--- config.mk ---
export PLATFORM = sky130hd
export DESIGN_NAME = dual_countdown_timer
export DESIGN_NICKNAME = d
export VERILOG_FILES = /design/src/dct_pkg.sv /design/src/dual_countdown_timer.sv
export VERILOG_INCLUDE_DIRS = /design/src /design/src/src
export SDC_FILE = /design/constraint.sdc
export NUM_CORES = 1
export LEC_CHECK = 0
export BUFFER_PORTS_ARGS = -buffer_cell sky130_fd_sc_hd__buf_2
export CORE_UTILIZATION = 40
export CTS_BUF_LIST = sky130_fd_sc_hd__clkbuf_4
export DETAILED_ROUTE_END_ITERATION = 10
export PLACE_DENSITY = 0.58
export SLEW_MARGIN = 20
export SYNTH_ARGS = -nofsm -noshare
export SYNTH_HDL_FRONTEND = slang
export SYNTH_SLANG_ARGS = --single-unit
export TNS_END_PERCENT = 20
--- constraint.sdc ---
create_clock -name clk -period 4.35 [get_ports clk]
set_clock_uncertainty 0.2 [all_clocks]
set_input_delay 0.2175 -clock clk [delete_from_list [all_inputs] [get_ports clk]]
set_output_delay 0.2175 -clock clk [all_outputs]
set_load 0.01 [all_outputs]
--- src/dual_countdown_timer_assert.svh ---
// ---------------------------------------------------------------------------
// Assertion macros for the dual countdown timer
// Implication checks clocked on clk and disabled while arst_n is low.
// ---------------------------------------------------------------------------
`ifndef DUAL_COUNTDOWN_TIMER_ASSERT_SVH
`define DUAL_COUNTDOWN_TIMER_ASSERT_SVH

`ifndef NO_ASSERTIONS

// Same-cycle implication
`define DCT_ASSERT_IMP(lbl, ante, cons, msg) \
	lbl: assert property (@(posedge clk) disable iff (!arst_n) (ante) |-> (cons)) \
		else $error(msg);

// Next-cycle implication
`define DCT_ASSERT_NXT(lbl, ante, cons, msg) \
	lbl: assert property (@(posedge clk) disable iff (!arst_n) (ante) |=> (cons)) \
		else $error(msg);

`else

`define DCT_ASSERT_IMP(lbl, ante, cons, msg)
`define DCT_ASSERT_NXT(lbl, ante, cons, msg)

`endif

`endif

--- src/dct_pkg.sv ---
// ---------------------------------------------------------------------------
// dct_pkg
// Types, codes and defaults for the dual countdown timer.
// ---------------------------------------------------------------------------
package dct_pkg;

	localparam int NUM_TIMERS_DEF  = 2;
	localparam int COUNT_WIDTH_DEF = 32;
	localparam int DATA_W          = 32;
	localparam int IN_USER_W       = 6;
	localparam int OUT_DATA_W      = 40;

	// Control register bit positions
	localparam int CTL_ENABLE_BIT   = 7;
	localparam int CTL_PERIODIC_BIT = 6;
	localparam int CTL_INT_EN_BIT   = 5;
	localparam int CTL_PRE_LSB      = 2;
	localparam int CTL_WIDE_BIT     = 1;
	localparam int CTL_ONESHOT_BIT  = 0;

	localparam logic [7:0] CTL_WRITABLE = 8'hEF;
	localparam logic [7:0] CTL_RESET    = 8'h20;

	// Prescale codes
	localparam logic [1:0] PRE_DIV1  = 2'd0;
	localparam logic [1:0] PRE_DIV16 = 2'd1;

	typedef enum logic [1:0] {
		MODE_TICK  = 2'd0,
		MODE_READ  = 2'd1,
		MODE_WRITE = 2'd2,
		MODE_NOP   = 2'd3
	} mode_t;

	typedef enum logic [2:0] {
		REG_LOAD   = 3'd0,
		REG_VALUE  = 3'd1,
		REG_CTRL   = 3'd2,
		REG_INTCLR = 3'd3,
		REG_RIS    = 3'd4,
		REG_MIS    = 3'd5,
		REG_BGLOAD = 3'd6,
		REG_RESV   = 3'd7
	} reg_t;

endpackage

--- src/dual_countdown_timer.sv ---
// ---------------------------------------------------------------------------
// dual_countdown_timer
// Down-counting timers behind a word register map, driven by a beat stream.
// ---------------------------------------------------------------------------
// Each slave beat is one operation: a clock tick, a register read or a
// register write. tuser carries the operation kind, the timer select and
// the register index; tdata carries the write data. Each beat yields exactly
// one master beat with the read data (zero unless a read) and the masked
// interrupt of the first and second timers after the operation.
// Path: a beat is captured in the input register; when it advances, all
// timers update and the result register loads, which raises m_tvalid.
// Throughput: one beat per cycle while the receiver does not stall;
// back-to-back beats see each other's effects.
// Reset: all timers hold load zero, count all ones, control 0x20 (interrupt
// enable only), no pending interrupt, prescaler zero.
// Stall: while the receiver holds m_tready low the result holds; one more
// beat waits in the input register, after which s_tready drops.
// ---------------------------------------------------------------------------
module dual_countdown_timer #(
	parameter int NUM_TIMERS  = dct_pkg::NUM_TIMERS_DEF,
	parameter int COUNT_WIDTH = dct_pkg::COUNT_WIDTH_DEF
) (
	input  logic                          clk,
	input  logic                          arst_n,
	input  logic                          s_tvalid,
	output logic                          s_tready,
	input  logic [dct_pkg::DATA_W-1:0]    s_tdata,   // [31:0] write_data
	input  logic [dct_pkg::IN_USER_W-1:0] s_tuser,   // [1:0] mode, [2] timer_sel,
	                                                 // [5:3] reg_index
	output logic                          m_tvalid,
	input  logic                          m_tready,
	output logic [dct_pkg::OUT_DATA_W-1:0] m_tdata   // [31:0] read_data,
	                                                 // [32] irq_first, [33] irq_second
);
	import dct_pkg::*;

	localparam logic [COUNT_WIDTH-1:0] FULL_MASK = '1;
	localparam logic [COUNT_WIDTH-1:0] LOW_MASK  = COUNT_WIDTH'(16'hFFFF);

	`include "dual_countdown_timer_assert.svh"

	// Input stage
	logic                 valid_s1;
	mode_t                mode_s1;
	logic                 timer_sel_s1;
	reg_t                 reg_index_s1;
	logic [DATA_W-1:0]    write_data_s1;

	// Output stage
	logic                  m_tvalid_q;
	logic [OUT_DATA_W-1:0] m_tdata_q;

	// Timer state
	logic [COUNT_WIDTH-1:0] reload_q [NUM_TIMERS];
	logic [COUNT_WIDTH-1:0] count_q  [NUM_TIMERS];
	logic [7:0]             ctl_q    [NUM_TIMERS];
	logic                   raw_q    [NUM_TIMERS];
	logic [7:0]             pre_q    [NUM_TIMERS];

	logic [COUNT_WIDTH-1:0] reload_d [NUM_TIMERS];
	logic [COUNT_WIDTH-1:0] count_d  [NUM_TIMERS];
	logic [7:0]             ctl_d    [NUM_TIMERS];
	logic                   raw_d    [NUM_TIMERS];
	logic [7:0]             pre_d    [NUM_TIMERS];

	logic              advance;
	logic [DATA_W-1:0] read_data;
	logic              irq_first;
	logic              irq_second;

	// Handshake: stage one moves on when the result register is free
	assign advance  = valid_s1 && (!m_tvalid_q || m_tready);
	assign s_tready = !valid_s1 || advance;
	assign m_tvalid = m_tvalid_q;
	assign m_tdata  = m_tdata_q;

	// Capture the incoming beat
	always_ff @(posedge clk or negedge arst_n) begin
		if (!arst_n) begin
			valid_s1 <= 1'b0;
		end else if (s_tready) begin
			valid_s1 <= s_tvalid;
		end
	end

	always_ff @(posedge clk) begin
		if (s_tvalid && s_tready) begin
			mode_s1       <= mode_t'(s_tuser[1:0]);
			timer_sel_s1  <= s_tuser[2];
			reg_index_s1  <= reg_t'(s_tuser[5:3]);
			write_data_s1 <= s_tdata;
		end
	end

	// Next state of every timer
	always_comb begin
		logic [COUNT_WIDTH-1:0] mask;
		logic [COUNT_WIDTH-1:0] cnt;
		logic [COUNT_WIDTH-1:0] nxt;
		logic                   fire;
		logic                   hit;
		for (int t = 0; t < NUM_TIMERS; t++) begin
			reload_d[t] = reload_q[t];
			count_d[t]  = count_q[t];
			ctl_d[t]    = ctl_q[t];
			raw_d[t]    = raw_q[t];
			pre_d[t]    = pre_q[t];
			mask = ctl_q[t][CTL_WIDE_BIT] ? FULL_MASK : LOW_MASK;
			cnt  = count_q[t] & mask;
			hit  = (32'(timer_sel_s1) == 32'(t));
			nxt  = '0;
			fire = 1'b0;
			if (advance) begin
				unique case (mode_s1)
					MODE_TICK: begin
						if (ctl_q[t][CTL_ENABLE_BIT]) begin
							pre_d[t] = pre_q[t] + 8'd1;
							case (ctl_q[t][CTL_PRE_LSB +: 2])
								PRE_DIV1:  fire = 1'b1;
								PRE_DIV16: fire = (pre_q[t][3:0] == 4'hF);
								default:   fire = (pre_q[t] == 8'hFF);
							endcase
							if (fire) begin
								if (cnt != '0) begin
									count_d[t] = cnt - COUNT_WIDTH'(1);
									if (cnt == COUNT_WIDTH'(1)) begin
										raw_d[t] = 1'b1;
									end
								end else if (ctl_q[t][CTL_ONESHOT_BIT]) begin
									count_d[t] = '0;
								end else begin
									nxt = ctl_q[t][CTL_PERIODIC_BIT] ?
										(reload_q[t] & mask) : mask;
									count_d[t] = nxt;
									if (nxt == '0) begin
										raw_d[t] = 1'b1;
									end
								end
							end
						end
					end
					MODE_WRITE: begin
						if (hit) begin
							case (reg_index_s1)
								REG_LOAD: begin
									reload_d[t] = write_data_s1[COUNT_WIDTH-1:0];
									count_d[t]  = write_data_s1[COUNT_WIDTH-1:0];
									pre_d[t]    = 8'd0;
								end
								REG_CTRL:   ctl_d[t]    = write_data_s1[7:0] & CTL_WRITABLE;
								REG_INTCLR: raw_d[t]    = 1'b0;
								REG_BGLOAD: reload_d[t] = write_data_s1[COUNT_WIDTH-1:0];
								default: ;
							endcase
						end
					end
					MODE_READ, MODE_NOP: ;
				endcase
			end
		end
	end

	// Register read mux
	always_comb begin
		read_data = '0;
		if (mode_s1 == MODE_READ) begin
			for (int t = 0; t < NUM_TIMERS; t++) begin
				if (32'(timer_sel_s1) == 32'(t)) begin
					case (reg_index_s1)
						REG_LOAD, REG_BGLOAD: read_data = DATA_W'(reload_q[t]);
						REG_VALUE: read_data = DATA_W'(count_q[t] &
							(ctl_q[t][CTL_WIDE_BIT] ? FULL_MASK : LOW_MASK));
						REG_CTRL: read_data = DATA_W'(ctl_q[t]);
						REG_RIS:  read_data = DATA_W'(raw_q[t]);
						REG_MIS:  read_data = DATA_W'(raw_q[t] && ctl_q[t][CTL_INT_EN_BIT]);
						default:  read_data = '0;
					endcase
				end
			end
		end
	end

	// Masked interrupts after this beat
	assign irq_first = raw_d[0] && ctl_d[0][CTL_INT_EN_BIT];
	generate
		if (NUM_TIMERS > 1) begin : g_second
			assign irq_second = raw_d[1] && ctl_d[1][CTL_INT_EN_BIT];
		end else begin : g_no_second
			assign irq_second = 1'b0;
		end
	endgenerate

	// Hold timer state
	always_ff @(posedge clk or negedge arst_n) begin
		if (!arst_n) begin
			for (int t = 0; t < NUM_TIMERS; t++) begin
				reload_q[t] <= '0;
				count_q[t]  <= FULL_MASK;
				ctl_q[t]    <= CTL_RESET;
				raw_q[t]    <= 1'b0;
				pre_q[t]    <= 8'd0;
			end
		end else begin
			for (int t = 0; t < NUM_TIMERS; t++) begin
				reload_q[t] <= reload_d[t];
				count_q[t]  <= count_d[t];
				ctl_q[t]    <= ctl_d[t];
				raw_q[t]    <= raw_d[t];
				pre_q[t]    <= pre_d[t];
			end
		end
	end

	// Load the result register
	always_ff @(posedge clk or negedge arst_n) begin
		if (!arst_n) begin
			m_tvalid_q <= 1'b0;
		end else if (advance) begin
			m_tvalid_q <= 1'b1;
		end else if (m_tready) begin
			m_tvalid_q <= 1'b0;
		end
	end

	always_ff @(posedge clk) begin
		if (advance) begin
			m_tdata_q <= {6'd0, irq_second, irq_first, read_data};
		end
	end

	// Checks
	`DCT_ASSERT_IMP(a_stall_full, !s_tready, valid_s1 && m_tvalid_q, "stall without full pipe")
	`DCT_ASSERT_NXT(a_irq_match, advance, m_tdata_q[32] == (raw_q[0] && ctl_q[0][CTL_INT_EN_BIT]), "irq_first mismatch")
	`DCT_ASSERT_NXT(a_read_keeps, advance && mode_s1 == MODE_READ, count_q[0] == $past(count_q[0]), "read changed count")
	`DCT_ASSERT_IMP(a_raw_by_tick, $rose(raw_q[0]), $past(advance && mode_s1 == MODE_TICK), "interrupt raised outside tick")

endmodule
==> results of run 1 <==
-- per-layer routing --
layer	vias to the layer above	part of all wire, %	global-route usage, %	wire length, um
li1	5360	-	-	-
met2	544	46	43.3	20900
met3	103	7.0	5.27	3170
met1	5771	43	36.5	19400
met5	-	0	0	0
met4	0	4.5	13.8	2070
-- metrics by stage --
step	cell area [um^2]	cells	util (%)	setup WS, ns
floorplan	13200	1349	-	1.27
global placement	13800	1778	42.6	1.10
CTS	15400	1969	47.5	0.976
detailed placement	13800	1778	42.6	1.02
finish	15400	1970	47.5	0.909
global route	15400	1970	47.5	0.719
-- kinds of logic after synthesis --
group | count (synthesis) | synth area share, %
AOI/OAI and AO/OA | 435 | 21.6
xor gates and xnor gates | 34 | 2.26
adders and majority gates | 8 | 0.760
buffers and inverters | 137 | 4.99
DFF | 234 | 47.8
muxes | 72 | 6.15
other | 1 | 0.0285
and+or+nand+nor | 423 | 16.3
-- state kept, by name (all words and copies together) (netlist names) --
signal,cells
m_tvalid,1
ctl_q,14
valid_s1,1
reload_q,64
raw_q,2
reg_index_s1,3
mode_s1,2
pre_q,16
write_data_s1,32
count_q,64
timer_sel_s1,1
m_tdata,34
-- power by group --
part | switching, uW | internal, uW
sequential | 700 | 2880
clock | 1010 | 1230
combinational | 1080 | 846
total | 2780 | 4950
-- final cells by class --
cell class / count / area share [%]
diodes: 1 / 0.0162
clock buffers: 106 / 5.17
clock inverters: 18 / 0.796
inverters: 21 / 0.512
multi-input cells: 978 / 40.7
flip-flops and latches: 234 / 40.9
well taps: 442 / 3.59
repair buffers: 170 / 8.33
-- worst max-delay path: stages, from the launching register on --
cell     delay (ns)
dfstp_2        0.40
or4_4          0.57
nor4b_4        0.33
and4_1         0.47
nand2_2        0.52
nor2_1         0.45
o21ai_0        0.16
a31oi_1        0.23
-- cells in the mapped netlist, types with 9 or more instances --
cell type / n
nand3_1: 23
and3_1: 9
nand2b_1: 18
or3_1: 15
nor2_1: 107
o22ai_1: 11
nand2_1: 116
o31ai_1: 16
a22oi_1: 28
edfxtp_1: 72
nand4_1: 11
or4_1: 12
nor3_1: 41
a21oi_1: 71
buf_4: 9
a211oi_1: 44
xor2_1: 17
dfstp_2: 66
a31oi_1: 21
clkbuf_1: 81
o21ai_1: 11
mux2_2: 71
nor4_1: 22
a221oi_1: 22
inv_1: 21
o21ai_0: 122
dfrtp_1: 96
and2_1: 9
o211ai_1: 25
xnor2_1: 17
-- worst min path at each step --
stage | slack [ns] | cells past startpoint | endpoint
5_1_grt | 0.03 | 2 | mode_s1[0]
2_1_floorplan | -0.28 | 0 | ctl_q[0]
6_report | 0.03 | 2 | reload_q[29]
3_5_place_dp | 0.20 | 1 | write_data_s1[30]
3_3_place_gp | 0.20 | 1 | write_data_s1[3]
4_1_cts | 0.002 | 2 | write_data_s1[27]
-- what timing repair did --
action / in CTS / in global routing
endpoints found under the setup margin: 0 / 0
endpoints found under the hold margin: 141 / 0
hold buffers: 67 / 0
==> impl_metrics.csv, run 1 <==
group,metric,value,unit
timing,fin_crit,3.44,ns
global_routing,grt_pass1_vias,11500,
finish,final_common_cell,"o21ai_0",
place,port_buffers,77,
place,dp_hpwl,30500,um
hold_path,hold_class,"input pin to async pin",
timing,worst_pin_slew,1.06,ns
global_routing,grt_overflow,0,
power_and_ir_drop,peakVddDrop,0.219,mV
worst_setup_path,startpoint_type,"register",
finish,nFillCells,3159,
finish,multi_input_area,6270,um^2
finish,layout-drive-gt1-share,25.2,%
global_routing,grt_usage,27.6,%
floorplanning,fp.dieH,183,um
finish,ff_latch_area,6300,um^2
power_and_ir_drop,powerDensity,502,nW/um^2
logic_synthesis,synth_area,13200,um^2
clock_network,cts_tree,"done",
place,globalplace.congestion,0.922,
floorplanning,start_util,40.6,%
clock_network,insertion_delay,0.71,ns
worst_setup_path,critPathKind,"register to register",
floorplanning,coreArea,32500,um^2
worst_setup_path,crit_required,4.75,ns
timing,max_freq,291,MHz
worst_setup_path,endpoint_kind,"register",
logic_synthesis,ys_types,81,
finish,area_growth,17.0,%
power_and_ir_drop,power,7730,uW
timing,fin_crit_sh,79.1,%
worst_setup_path,r2r_cells,7,
worst_setup_path,worstReg2RegEnd,"count_q[51]",
drt,route.detailed.drc,0,
timing,slew_headroom,29.4,%
logic_synthesis,syn_inst,1344,
logic_synthesis,ys_ff_latch,234,
drt,dr.pass1.iters,5,
logic_synthesis,syn_avg_cell_area,9.80,um^2
clock_network,cts_root_buf,"clkbuf_4",
logic_synthesis,seq_area_frac_synth,47.8,%
timing,hold_viol,0,
logic_synthesis,synth_area_leader_cell,"dfrtp_1",
global_routing,antenna_found_initial,1,
finish,final_cell_mix,"o21ai_0 (122), nand2_1 (116), nor2_1 (106), clkbuf_4 (106), dfrtp_1 (96)",
floorplanning,ioPinCount,84,
logic_synthesis,yosys_warnings,0,
worst_setup_path,crit_start,"count_q[42]",
timing,tns,0,ns
logic_synthesis,synth_area_leaders,"dfrtp_1 (18%), edfxtp_1 (16%), dfstp_2 (13%)",
floorplanning,die_x,183,um
timing,finalSetupViolCount,0,
global_routing,grt_pass1_wl,69900,um
clock_network,path_clk_slew,0.07,ns
worst_setup_path,endpoint,"count_q[51]",
logic_synthesis,synth-main-ff-cell,"dfrtp_1",
outcome,status,"finished, final reports clean",
timing,drv_slew,0,
clock_network,cts_made_buffers,67,
drt,finalWirelength,45600,um
power_and_ir_drop,leakage,0.00596,uW
drt,drtAntennaViolNets,0,
finish,fin_nets,1522,
clock_network,clockBufferDepth,3,
drt,num_vias,11800,
drt,drt_iter0_drc,1106,
drt,vias_per_cell,5.98,
worst_setup_path,reg2reg_slack,0.91,ns
job,cap_violations,0,
timing,rsz0062_at_grt,"false",
floorplanning,row_count,66,
clock_network,cts_setup_buffers,0,
floorplanning,die_area,33600,um^2
worst_setup_path,worstPathArrival,3.84,ns
clock_network,cts.repair.resized,0,
logic_synthesis,ys_async_sr_fraction,69.2,%
worst_setup_path,path_max_fanout,35,
timing,holdWs,0.0318,ns
logic_synthesis,netlist.area_leader.share,18.2,%
clock_network,ctsHtreeMaxLevel,3,
drt,wire_per_inst,23.2,um
clock_network,cts_sinks,234,
logic_synthesis,synth_edf_count,72,
worst_setup_path,rr_startpoint,"count_q[42]",
global_routing,grt_start_max_net_pins,99,
Note: power is estimated with default switching activity, not from simulation.
==> inputs of run 2 (changes only) <==
PLACE_DENSITY = 0.61   (was 0.58)
clock period = 2.94 ns   (was 4.35 ns; I/O delays follow)
==> impl_metrics.csv, run 2 (synthesis results as in run 1) <==
group,metric,value,unit
clock_network,ctsHtreeMaxLevel,3,
clock_network,clockBufferDepth,3,
drt,vias_per_cell,6.02,
worst_setup_path,cpPeakStageDelay,0.54,ns
timing,holdWs,0.0328,ns
timing,max_freq,344,MHz
floorplanning,die_x,183,um
timing,worst_slack,0.0364,ns
finish,area_growth,22.8,%
worst_setup_path,cp_top_family,"compound AO/OA/AOI/OAI gates",
global_routing,grt_pass1_wl,70800,um
timing,rsz0062_at_grt,"false",
drt,finalWirelength,46100,um
finish,fin_nets,1595,
hold_path,hold_class,"input pin to async pin",
timing,tns,0,ns
finish,ff_latch_area,6300,um^2
floorplanning,coreArea,32500,um^2
worst_setup_path,r2r_cells,7,
finish,final_cell_mix,"o21ai_0 (122), nand2_1 (116), clkbuf_4 (109)",
floorplanning,fp.dieH,183,um
worst_setup_path,worstPathArrival,3.25,ns
place,dpl_cell_area,14300,um^2
finish,layout-drive-gt1-share,28.2,%
drt,num_vias,12300,
place,port_buffers,77,
worst_setup_path,path_max_fanout,7,
global_routing,grt_pass1_vias,11800,
place,globalplace.congestion,0.971,
worst_setup_path,path_cells,"inv_1 -> o21ai_0 -> nand4_1 -> a2111oi_0 -> a21oi_1 -> o41ai_2 -> and2_1",
clock_network,cts_tree,"done",
job,cap_violations,0,
place,pre_cts_ws,0.0813,ns
timing,drv_slew,0,
worst_setup_path,critPathKind,"register to register",
clock_network,insertion_delay,0.75,ns
clock_network,path_clk_slew,0.07,ns
timing,slew_headroom,46.6,%
worst_setup_path,crit_buf_inv,1,
clock_network,cts_sinks,234,
worst_setup_path,endpoint_kind,"register",
outcome,status,"finished, final reports clean",
global_routing,grt_start_max_net_pins,79,
clock_network,cts_made_buffers,67,
power_and_ir_drop,powerDensity,726,nW/um^2
power_and_ir_drop,leakage,0.00636,uW
timing,fin_crit_sh,98.8,%
timing,finalSetupViolCount,0,
global_routing,grt_usage,27.8,%
global_routing,grt_overflow,0,
drt,dr.pass1.iters,5,
finish,fin_area,16200,um^2
floorplanning,row_count,66,
finish,nFillCells,3025,
drt,route.detailed.drc,0,
clock_network,cts_root_buf,"clkbuf_4",
power_and_ir_drop,peakVddDrop,0.398,mV
floorplanning,ioPinCount,84,
drt,drt_iter0_drc,1138,
finish,final_common_cell,"o21ai_0",
worst_setup_path,cp_slowest_cell,"dfrtp_1",
drt,wire_per_inst,22.6,um
floorplanning,die_area,33600,um^2
finish,multi_input_area,6300,um^2
timing,fin_crit,2.90,ns
worst_setup_path,cp.depth,7,
floorplanning,start_util,40.6,%
worst_setup_path,crit_required,3.28,ns
place,dp_hpwl,31300,um
global_routing,antenna_found_initial,1,
drt,drtAntennaViolNets,0,
worst_setup_path,startpoint_type,"register",
timing,worst_pin_slew,0.800,ns
timing,hold_viol,0,
run 2: cell types whose count changed in the layout (fill, tap and decap cells not counted), sizes merged:
cell	previous run	this run
bufinv	2	3
clkbuf	106	109
dlygate4sd3	67	81
buf	103	162
clkinv	13	9
inv	24	22
clkinvlp	0	1
run 2: per-stage QoR:
step                std cells  util [%]  power [uW]
finish                   2042      49.8       11700
global route             2042      49.8       12300
CTS                      2039      49.7       11700
detailed placement       1834      44.2        8160
global placement         1834      44.2        8100
floorplan                1349         -        7050
run 2: timing repair:
action	CTS	global route
hold buffers	82	0
setup buffers	0	2
pin swaps	0	2
gates resized for setup	1	4
hold endpoints to repair	213	0
setup endpoints to repair	1	8
run 2: final cells by class:
class                   count  share of cell area [%]
flip-flops and latches    234                    39.0
repair buffers            243                    12.2
clock buffers             109                    5.06
inverters                  21                   0.511
multi-input cells         978                    39.0
clock inverters            14                   0.828
diodes                      1                  0.0155
well taps                 442                    3.42
run 2: worst paths after layout:
path | start | end | slack, ns
setup / recovery | ctl_q[6] | m_tdata[33] | 0.04
min in group clk | m_tready | m_tvalid | 0.13
hold reg to reg | valid_s1 | m_tvalid | 0.30
setup reg to reg | ctl_q[6] | m_tdata[33] | 0.04
max in group asynchronous | arst_n | count_q[2] | 2.06
hold / removal | arst_n | count_q[9] | 0.03
run 2: routing by layer:
metal / vias up / track usage, % / part of all wire [%]
met4: 0 / 13.0 / 4.5
met1: 6041 / 36.8 / 42
li1: 5507 / - / -
met5: - / 0 / 0
met2: 631 / 44.1 / 46
met3: 122 / 5.11 / 8.0
run 2: report_power, final:
part	internal, uW	leakage, uW	switching, uW
clock	1940	0.000571	1490
sequential	4250	0.00263	981
combinational	1380	0.00316	1680
total	7570	0.00636	4160
